<file path="src/rtl/core/rau_pkg.sv">
// Package for the rational arithmetic unit: operation codes, relation codes, states.
// No dependencies.
package rau_pkg;
    localparam int OUT_W = 34;
    localparam logic [2:0] FUNC_ADD = 3'd0;
    localparam logic [2:0] FUNC_SUB = 3'd1;
    localparam logic [2:0] FUNC_MUL = 3'd2;
    localparam logic [2:0] FUNC_DIV = 3'd3;
    localparam logic [2:0] FUNC_CMP = 3'd4;
    localparam logic [1:0] REL_AGT = 2'd0;
    localparam logic [1:0] REL_BGT = 2'd1;
    localparam logic [1:0] REL_EQ  = 2'd2;
    localparam logic [1:0] REL_NONE = 2'd3;
    typedef enum logic [3:0] {
        ST_IDLE, ST_MUL1, ST_MUL2, ST_MUL3, ST_COMB, ST_CHK,
        ST_GSHIFT, ST_GODD, ST_GLOOP, ST_DIVN, ST_DIVD, ST_DONE
    } t_state;
endpackage

</file>
<file path="src/rtl/core/rational_arithmetic_unit.sv">
// Rational arithmetic unit top level: bit-serial multiplier, binary gcd, serial divider.
// Depends on rau_pkg.
//
// One transaction in, one transaction out. Each item runs sequentially on one
// serial datapath: three shift-add products (one multiplier bit per cycle),
// a binary gcd stepping one shift or subtract per cycle, then two restoring
// divisions at one quotient bit per cycle. Compare and unused codes skip the gcd
// and divisions, as does a result whose parts are both negative or below 2, and a
// result with one zero part skips the gcd and divides by the other part's
// magnitude. Products are formed modulo 2^64 and results truncated to 34 bits.
// The input is ready only in the idle state; a result waits in the output
// registers until taken.
module rational_arithmetic_unit import rau_pkg::*; #(
    parameter int OPERAND_WIDTH = 16
) (
    input  logic                            i_clk,
    input  logic                            i_rst_n,
    input  logic                            i_valid,
    output logic                            o_ready,
    input  logic [2:0]                      i_func,
    input  logic signed [OPERAND_WIDTH-1:0] i_a_num,
    input  logic signed [OPERAND_WIDTH-1:0] i_a_den,
    input  logic signed [OPERAND_WIDTH-1:0] i_b_num,
    input  logic signed [OPERAND_WIDTH-1:0] i_b_den,
    output logic                            o_valid,
    input  logic                            i_ready,
    output logic signed [OUT_W-1:0]         o_res_num,
    output logic signed [OUT_W-1:0]         o_res_den,
    output logic [1:0]                      o_relation
);
    t_state r_state, n_state;
    logic [2:0]  r_func;
    logic [63:0] r_an, r_ad, r_bn, r_bd;
    // serial multiplier
    logic [63:0] r_mc, r_mp, r_acc;
    logic [5:0]  r_cnt;
    logic [63:0] r_p1, r_p2, r_num, r_den;
    // gcd
    logic [63:0] r_ga, r_gb;
    logic [5:0]  r_k;
    // divider
    logic [63:0] r_q, r_rem, r_g;
    logic        r_ovalid;
    logic [1:0]  r_rel;
    logic        same_den;
    logic [63:0] mag_num, mag_den, gval, sub_v;
    logic [64:0] trial;

    assign same_den = (r_ad == r_bd);
    assign mag_num  = r_num[63] ? (64'd0 - r_num) : r_num;
    assign mag_den  = r_den[63] ? (64'd0 - r_den) : r_den;
    assign gval     = r_ga << r_k;
    assign trial    = {r_rem[63:0], r_q[63]} - {1'b0, r_g};
    assign sub_v    = r_gb - r_ga;

    always_ff @(posedge i_clk) begin
        if (!i_rst_n) r_state <= ST_IDLE;
        else          r_state <= n_state;
    end

    always_comb begin
        n_state = r_state;
        case (r_state)
            ST_IDLE:   if (i_valid && o_ready) n_state = ST_MUL1;
            ST_MUL1, ST_MUL2, ST_MUL3: if (r_cnt == 6'd63) begin
                n_state = (r_state == ST_MUL1) ? ST_MUL2 :
                          (r_state == ST_MUL2) ? ST_MUL3 : ST_COMB;
            end
            ST_COMB:   n_state = ST_CHK;
            ST_CHK:    n_state = ST_GSHIFT;
            ST_GSHIFT: if (r_ga[0] || r_gb[0]) n_state = ST_GODD;
            ST_GODD:   if (r_ga[0]) n_state = ST_GLOOP;
            ST_GLOOP:  if (r_gb == 64'd0) n_state = ST_DIVN;
            ST_DIVN, ST_DIVD: if (r_cnt == 6'd63)
                n_state = (r_state == ST_DIVN) ? ST_DIVD : ST_DONE;
            ST_DONE:   if (!r_ovalid) n_state = ST_IDLE;
            default:   n_state = ST_IDLE;
        endcase
        // arithmetic that needs no reduction, compare, unused codes
        if (r_state == ST_CHK) begin
            if (r_func > FUNC_DIV) n_state = ST_DONE;
            else if ((r_num[63] || r_num < 64'd2) && (r_den[63] || r_den < 64'd2))
                n_state = ST_DONE;
            // one zero part: the gcd is the other part's magnitude
            else if (mag_num == 64'd0 || mag_den == 64'd0) n_state = ST_DIVN;
        end
        if (r_state == ST_GLOOP && r_gb == 64'd0 && gval < 64'd2) n_state = ST_DONE;
    end

    always_ff @(posedge i_clk) begin
        case (r_state)
            ST_IDLE: if (i_valid && o_ready) begin
                r_func <= i_func;
                r_an <= 64'(i_a_num); r_ad <= 64'(i_a_den);
                r_bn <= 64'(i_b_num); r_bd <= 64'(i_b_den);
                // first product: an*bd
                r_mc <= 64'(i_a_num); r_mp <= 64'(i_b_den);
                r_acc <= '0; r_cnt <= '0;
            end
            ST_MUL1, ST_MUL2, ST_MUL3: begin
                // one multiplier bit per cycle
                if (r_cnt == 6'd63) begin
                    r_cnt <= '0; r_acc <= '0;
                    if (r_state == ST_MUL1) begin
                        r_p1 <= r_acc + (r_mp[0] ? r_mc : 64'd0);
                        // second: bn*ad (add/sub), an*bn (mul), ad*bn (div, cmp)
                        r_mc <= (r_func == FUNC_MUL) ? r_an : r_ad;
                        r_mp <= r_bn;
                    end else if (r_state == ST_MUL2) begin
                        r_p2 <= r_acc + (r_mp[0] ? r_mc : 64'd0);
                        r_mc <= r_ad; r_mp <= r_bd;
                    end else r_den <= r_acc + (r_mp[0] ? r_mc : 64'd0);
                end else begin
                    r_cnt <= r_cnt + 6'd1;
                    r_acc <= r_acc + (r_mp[0] ? r_mc : 64'd0);
                    r_mc <= r_mc << 1; r_mp <= r_mp >> 1;
                end
            end
            ST_COMB: begin
                r_rel <= REL_NONE;
                case (r_func)
                    FUNC_ADD, FUNC_SUB: begin
                        if (same_den) begin
                            r_num <= (r_func == FUNC_ADD) ? r_an + r_bn : r_an - r_bn;
                            r_den <= r_ad;
                        end else
                            r_num <= (r_func == FUNC_ADD) ? r_p1 + r_p2 : r_p1 - r_p2;
                    end
                    FUNC_MUL: r_num <= r_p2;
                    FUNC_DIV: begin r_num <= r_p1; r_den <= r_p2; end
                    FUNC_CMP: begin
                        r_num <= '0; r_den <= '0;
                        if ($signed(r_p2) < $signed(r_p1)) r_rel <= REL_AGT;
                        else if ($signed(r_p1) < $signed(r_p2)) r_rel <= REL_BGT;
                        else r_rel <= REL_EQ;
                    end
                    default: begin r_num <= '0; r_den <= '0; end
                endcase
            end
            ST_CHK: begin
                r_ga <= mag_num; r_gb <= mag_den; r_k <= '0;
                // divider setup for the zero-part path; the gcd path sets it again
                r_g <= mag_num | mag_den; r_q <= mag_num; r_rem <= '0; r_cnt <= '0;
            end
            ST_GSHIFT: if (!(r_ga[0] || r_gb[0])) begin
                r_ga <= r_ga >> 1; r_gb <= r_gb >> 1; r_k <= r_k + 6'd1;
            end
            ST_GODD: if (!r_ga[0]) r_ga <= r_ga >> 1;
            ST_GLOOP: begin
                if (r_gb == 64'd0) begin
                    r_g <= gval; r_q <= mag_num; r_rem <= '0; r_cnt <= '0;
                end else if (!r_gb[0]) r_gb <= r_gb >> 1;
                else if (r_ga > r_gb) begin r_ga <= r_gb; r_gb <= r_ga - r_gb; end
                else r_gb <= sub_v;
            end
            ST_DIVN, ST_DIVD: begin
                // restoring division, one quotient bit per cycle
                r_cnt <= r_cnt + 6'd1;
                if (r_cnt == 6'd63 && r_state == ST_DIVN) begin
                    r_num <= r_num[63] ? 64'd0 - {r_q[62:0], ~trial[64]}
                                       : {r_q[62:0], ~trial[64]};
                    r_q <= mag_den; r_rem <= '0;
                end else begin
                    if (!trial[64]) begin
                        r_rem <= trial[63:0]; r_q <= {r_q[62:0], 1'b1};
                    end else begin
                        r_rem <= {r_rem[62:0], r_q[63]}; r_q <= {r_q[62:0], 1'b0};
                    end
                    if (r_cnt == 6'd63)
                        r_den <= r_den[63] ? 64'd0 - {r_q[62:0], ~trial[64]}
                                           : {r_q[62:0], ~trial[64]};
                end
            end
            default: ;
        endcase
        if (r_state == ST_DONE && !r_ovalid) begin
            o_res_num <= r_num[OUT_W-1:0];
            o_res_den <= r_den[OUT_W-1:0];
            o_relation <= r_rel;
        end
    end

    // output register: hold until taken
    always_ff @(posedge i_clk) begin
        if (!i_rst_n) r_ovalid <= 1'b0;
        else if (r_state == ST_DONE && !r_ovalid) r_ovalid <= 1'b1;
        else if (i_ready) r_ovalid <= 1'b0;
    end

    assign o_valid = r_ovalid;
    assign o_ready = (r_state == ST_IDLE);
endmodule

</file>
<file path="config.mk">
export PLATFORM = sky130hd
export DESIGN_NAME = rational_arithmetic_unit
export DESIGN_NICKNAME = d
export VERILOG_FILES = /design/src/rtl/core/rau_pkg.sv /design/src/rtl/core/rational_arithmetic_unit.sv
export SDC_FILE = /design/constraint.sdc
export NUM_CORES = 2
export LEC_CHECK = 0
export BUFFER_PORTS_ARGS = -buffer_cell sky130_fd_sc_hd__buf_4
export CAP_MARGIN = 20
export CORE_MARGIN = 2
export CORE_UTILIZATION = 55
export CTS_CLUSTER_DIAMETER = 150
export DETAILED_ROUTE_END_ITERATION = 8
export PLACE_DENSITY = 0.8
export SYNTH_ARGS = -nofsm -noshare
export SYNTH_HDL_FRONTEND = slang
export SYNTH_SLANG_ARGS = --single-unit
</file>
<file path="constraint.sdc">
create_clock -name i_clk -period 26.2 [get_ports i_clk]
set_input_delay 2.62 -clock i_clk [delete_from_list [all_inputs] [get_ports i_clk]]
set_output_delay 2.62 -clock i_clk [all_outputs]
set_load 0.01 [all_outputs]
</file>
* Word level (Yosys, flattened, before mapping) *
Cells that the tools add are included.

storage, ports and cells
  register bits after elaboration = 924
  input port bits = 71
  output and inout port bits = 72

operators by class
  $add $sub $neg = 13
  $lt $le $gt $ge = 7
  equality and inequality tests = 33
  shift-type cells = 1
  mux-type cells = 80
  bitwise operators = 4
  reduce and logical (&&, ||, !) cells = 44

operators by type and width
  operator                                              count
  2-to-1 mux 64 bit                                     41
  case mux 64 bit (3 select lines)                      6
  case mux 64 bit (2 select lines)                      5
  case mux 64 bit (4 select lines)                      1
  logical NOT 64 bit                                    3
  < comparator 64 x 2 -> 1 bit (second input constant)  3
  subtractor 1 x 64 -> 64 bit (first input constant)    3
  subtractor 64 bit                                     3
  adder 64 bit                                          2
  < comparator 64 bit                                   2
  subtractor 65 x 64 -> 65 bit                          1
  equality test 64 bit                                  1
  > comparator 64 bit                                   1
  bitwise OR 64 bit                                     1
  << shifter 64 x 6 -> 64 bit                           1
  2-to-1 mux 4 bit                                      12
  case mux 4 bit (9 select lines)                       1
  case mux 6 bit (5 select lines)                       1
  2-to-1 mux 6 bit                                      4
  != test 2 bit (second input constant)                 11
  adder 16 x 16 -> 17 bit                               1
  subtractor 16 x 16 -> 17 bit                          1
  equality test 4 x 3 -> 1 bit (second input constant)  4
  equality test 4 bit (second input constant)           4
  33 further kinds                                      69

* Longest topological paths before layout *
  depth after elaboration = 10
  gate-level depth with buffers = 27
  depth with buffers taken out = 23

* Worst setup path before layout *
No wires, ideal clock.

  kind = reg2reg
  start = reg r_gb[35]
  end = reg r_q[0] (enable)
  arrival time = 10723 ps
  data required time = 25397 ps
  path slack = 14675 ps
  stages on the path, launching flop included = 6
  cell sequence = edfxtp_1 -> nor4_1 -> nand4_1 -> nor4_1 -> nor2_1 -> o31ai_1

between the ends
  word-level cells in the longest chain between the ends = 3

RTL lines
  what                              RTL line                         source
  start, declared                   rational_arithmetic_unit.sv:39   logic [63:0] r_ga, r_gb;
  start signal, assigned            rational_arithmetic_unit.sv:146  r_ga <= r_ga >> 1; r_gb <= r_gb >> 1; r_k <= r_k + 6'd1;
  start signal, assigned            rational_arithmetic_unit.sv:152  end else if (!r_gb[0]) r_gb <= r_gb >> 1;
  start signal, assigned            rational_arithmetic_unit.sv:153  else if (r_ga > r_gb) begin r_ga <= r_gb; r_gb <= r_ga - r_gb; end
  logical NOT 64 bit                rational_arithmetic_unit.sv:150  if (r_gb == 64'd0) begin
  != test 2 x 1 -> 1 bit (no line)  -
  AND reduction 2 bit (no line)     -
  end signal, assigned              rational_arithmetic_unit.sv:165  r_rem <= trial[63:0]; r_q <= {r_q[62:0], 1'b1};
  end signal, assigned              rational_arithmetic_unit.sv:167  r_rem <= {r_rem[62:0], r_q[63]}; r_q <= {r_q[62:0], 1'b0};
  end, declared                     rational_arithmetic_unit.sv:42   logic [63:0] r_q, r_rem, r_g;

No other way between the ends.
A chain may end at the register's enable or synchronous reset.

* Worst setup path after layout *
  start = reg r_q[63]
  end = reg r_num[60] (data pin)

between the ends
  word-level cells in the longest chain between the ends = 6

RTL lines
  what                              RTL line                         source
  subtractor 65 x 64 -> 65 bit      rational_arithmetic_unit.sv:53   assign trial = {r_rem[63:0], r_q[63]} - {1'b0, r_g};
  inverter 1 bit                    rational_arithmetic_unit.sv:160  r_num <= r_num[63] ? 64'd0 - {r_q[62:0], ~trial[64]}
  subtractor 1 x 64 -> 64 bit       rational_arithmetic_unit.sv:160
  2-to-1 mux 64 bit                 rational_arithmetic_unit.sv:160
  2-to-1 mux 64 bit                 rational_arithmetic_unit.sv:159  if (r_cnt == 6'd63 && r_state == ST_DIVN) begin
  case mux 64 bit (2 select lines)  rational_arithmetic_unit.sv:91   case (r_state)
  end signal, assigned              rational_arithmetic_unit.sv:124  r_num <= (r_func == FUNC_ADD) ? r_an + r_bn : r_an - r_bn;
  end signal, assigned              rational_arithmetic_unit.sv:127  r_num <= (r_func == FUNC_ADD) ? r_p1 + r_p2 : r_p1 - r_p2;
  end signal, assigned              rational_arithmetic_unit.sv:160
  end, declared                     rational_arithmetic_unit.sv:37   logic [63:0] r_p1, r_p2, r_num, r_den;

No other way between the ends. The select of a mux whose other input is x is not followed.

==> reports/qor.yml <==
setup_path:
  r2r-end: "r_num[60]"
  regToRegStartpoint: "r_q[63]"
  endpoint_kind: "flip-flop"
  crit_path_start_kind: "flip-flop"
  cp_common_cell: "buf_4"
  critPathMaxFanout: 33
  crit_required_ns: 26.70
  regToRegSetupSlack_ns: 18.14
  critPathKind: "flip-flop to flip-flop"
  critPathTopFamily: "simple AND/OR/NAND/NOR gates"
  crit_slowest_cell: "inv_2"
  worst_r2r_path_depth: 27
  slowest_delay_ns: 0.83
  worstPathArrival_ns: 8.56
  worst-path-buf-inv: 6
layout:
  drive_above_1_share_pct: 7.354
  layout_commonest_cell: "edfxtp_1"
  final_cell_mix: "edfxtp_1, nand2_1, a21oi_1"
  area_growth_pct: 7.987
  final_nets: 8780
  final_area_um2: 80040
  finalNonFillerCells: 10090
placed_design:
  placed_area_um2: 76530
  numPortBuffers: 142
  placed_cells: 9893
  dp_hpwl_um: 223200
  place_congestion: 1.047
route:
  postRouteAntennaNets: 0
  finalWirelength_um: 295500
  first_pass_iters: 7
  via_per_inst: 6.928
  drc_errors: 0
  drt-initial-drc-count: 10110
  vias: 69940
  wire_per_inst_um: 29.28
clock_network:
  htreeDepth: 3
  clk_path_buf_depth: 3
  clock_latency_ns: 0.75
  post_cts_buffers: 0
  cts_sinks: 924
  cts_tree: "built"
  cts_buffers: 104
  post_cts_resized: 0
  path_clk_slew_ns: 0.06
  cts_root_buffer: "clkbuf_16"
  cts_hold_buf: 0
timing:
  tightest_slew_ns: 1.271
  maxSlewHeadroom_pct: 14.53
  fin_crit_sh_pct: 30.76
  rsz0062_at_grt: "no"
  fin_skew_ns: 0.04911
  clock.fmax_ghz: 0.1241
  tns_ns: 0
  fin_crit_ns: 8.060
  hold_viol: 0
  setup_violations: 0
  slew_viol_final: 0
pwr:
  power_leakage_nw: 30.96
  p_per_area_nw_per_um2: 46.66
  ir_drop_uv: 94.77
grt:
  grt_pass1_wl_um: 430700
  antenna_found_initial: 23
  grt_pass1_vias: 66560
  grt_overflow: 0
  grt_use_total_pct: 41.82
  grt_start_max_net_pins: 132
synthesis:
  synth_area_per_cell_um2: 8.810
  synthMuxAreaShare_pct: 3.273
  synth_edf_count: 919
  synth_top_family_by_area: "compound AO/OA/AOI/OAI gates"
  yosys.cell_types.count: 87
  yosys_warnings: 0
  synth-simple-area-share_pct: 15.00
  syn_area_um2: 74120
  synthCells: 8413
  ys_seq_elements: 924
  async_flop_share_pct: 0
  synth_ff_type: "edfxtp_1"
  synth_fa_ha_area_share_pct: 8.090
  yosysSeqAreaShare_pct: 37.37
  syn-num-nets: 8959
  synth_compound_area_share_pct: 24.49
  synth-xor-area-share_pct: 6.145
hold_path:
  holdPathStages: 0
  holdPathEnd: "o_relation[1]"
  min_from: "r_rel[1]"
  hold_class: "flip-flop to flip-flop"
floorplanning:
  initial_core_util_pct: 55.47
  die_w_um: 371.1
  pin_count: 143
  core_um2: 133600
  dieArea_um2: 137700
  fp.dieH_um: 371.1
  rows: 134
outcome:
  status: "finished clean"
flow_run:
  drv_cap: 0
per-layer routing:
metal	wire length (µm)	part of all wire [%]	GRT usage, %
met5	85	0.029	0
met4	20190	6.8	24.86
met3	33140	11	9.061
met2	131500	44	65.50
met1	110600	37	53.16
power breakdown:
group	total [W]	switching (W)	internal, W
Sequential	0.00174	0.0000262	0.00171
Combinational	0.000483	0.000321	0.000163
Clock	0.00151	0.000675	0.000840
through the flow:
stage / power [W] / setup slack, ns / hold WS (ns) / utilization, %
floorplan: 0.002060 / 14.67 / 0.4003 / -
global placement: 0.002210 / 17.85 / 0.4019 / 57.26
detailed placement: 0.002226 / 17.76 / 0.4066 / 57.27
CTS: 0.003717 / 17.69 / 0.4218 / 59.86
global route: 0.003828 / 17.90 / 0.4277 / 59.89
finish: 0.003735 / 18.14 / 0.4197 / 59.90
Yosys cell counts, types with 50 or more instances:
cell type	number	share of area [%]
o21bai_1	112	1.1
nand3_1	122	0.82
nor4_1	98	0.83
nand2_1	898	4.5
o21a_1	51	0.52
inv_1	548	2.8
nor3_1	117	0.79
a21o_1	240	2.4
mux2i_1	95	1.3
a211oi_1	70	0.71
o22ai_1	58	0.49
mux4_2	61	1.9
a22oi_1	116	1.2
or3_1	63	0.53
nor2_1	586	3.0
ha_1	468	7.9
o211ai_1	50	0.51
a31oi_1	93	0.78
nand4_1	124	1.0
o221ai_1	139	1.6
a21oi_1	851	5.7
o31ai_1	108	1.1
xnor2_1	278	3.3
xor2_1	242	2.9
o21ai_0	611	4.1
nand2b_1	57	0.48
and2_1	107	0.90
clkbuf_1	481	2.4
edfxtp_1	919	37
buf_1	65	0.33
registers in the layout, indices dropped and copies added, names as in the netlist, 34 cells and up:
register	flops
r_g	64
o_res_num	34
r_mc	64
r_ga	64
r_rem	64
r_p2	64
r_acc	64
r_q	64
o_res_den	34
r_mp	64
r_den	64
r_gb	64
r_p1	64
r_num	64
worst max path at each step:
stage	start	endpoint	slack [ns]	cells after the start
5_1_grt	r_q[63]	r_num[60]	17.90	27
2_1_floorplan	r_gb[35]	r_q[0]	14.67	5
6_report	r_q[63]	r_num[60]	18.14	27
4_1_cts	r_rem[18]	r_num[60]	17.69	23
3_5_place_dp	r_rem[18]	r_num[60]	17.76	23
3_3_place_gp	r_rem[16]	r_num[60]	17.85	23
cell families (layout without fill, tap and decap cells):
logic type / count (synthesis) / in the layout
compound gates: 2839 / 2839
xor+xnor: 520 / 520
fa+ha+maj: 475 / 475
buf+inv: 1107 / 1016
flops: 924 / 924
mux: 165 / 165
other cells: 0 / 4
simple gates: 2383 / 2383
cell type report:
class                      instances  area [µm²]
antenna                            4       10.01
timing repair buffer             269        2043
sequential                       924       27700
fill                           11440       53590
clock inverter                    75       793.3
inverter                         553        2076
clock buffer                     119        2669
multi-input combinational       6382       42540
tap                             1768        2212
Note: power is estimated with default switching activity, not from simulation.
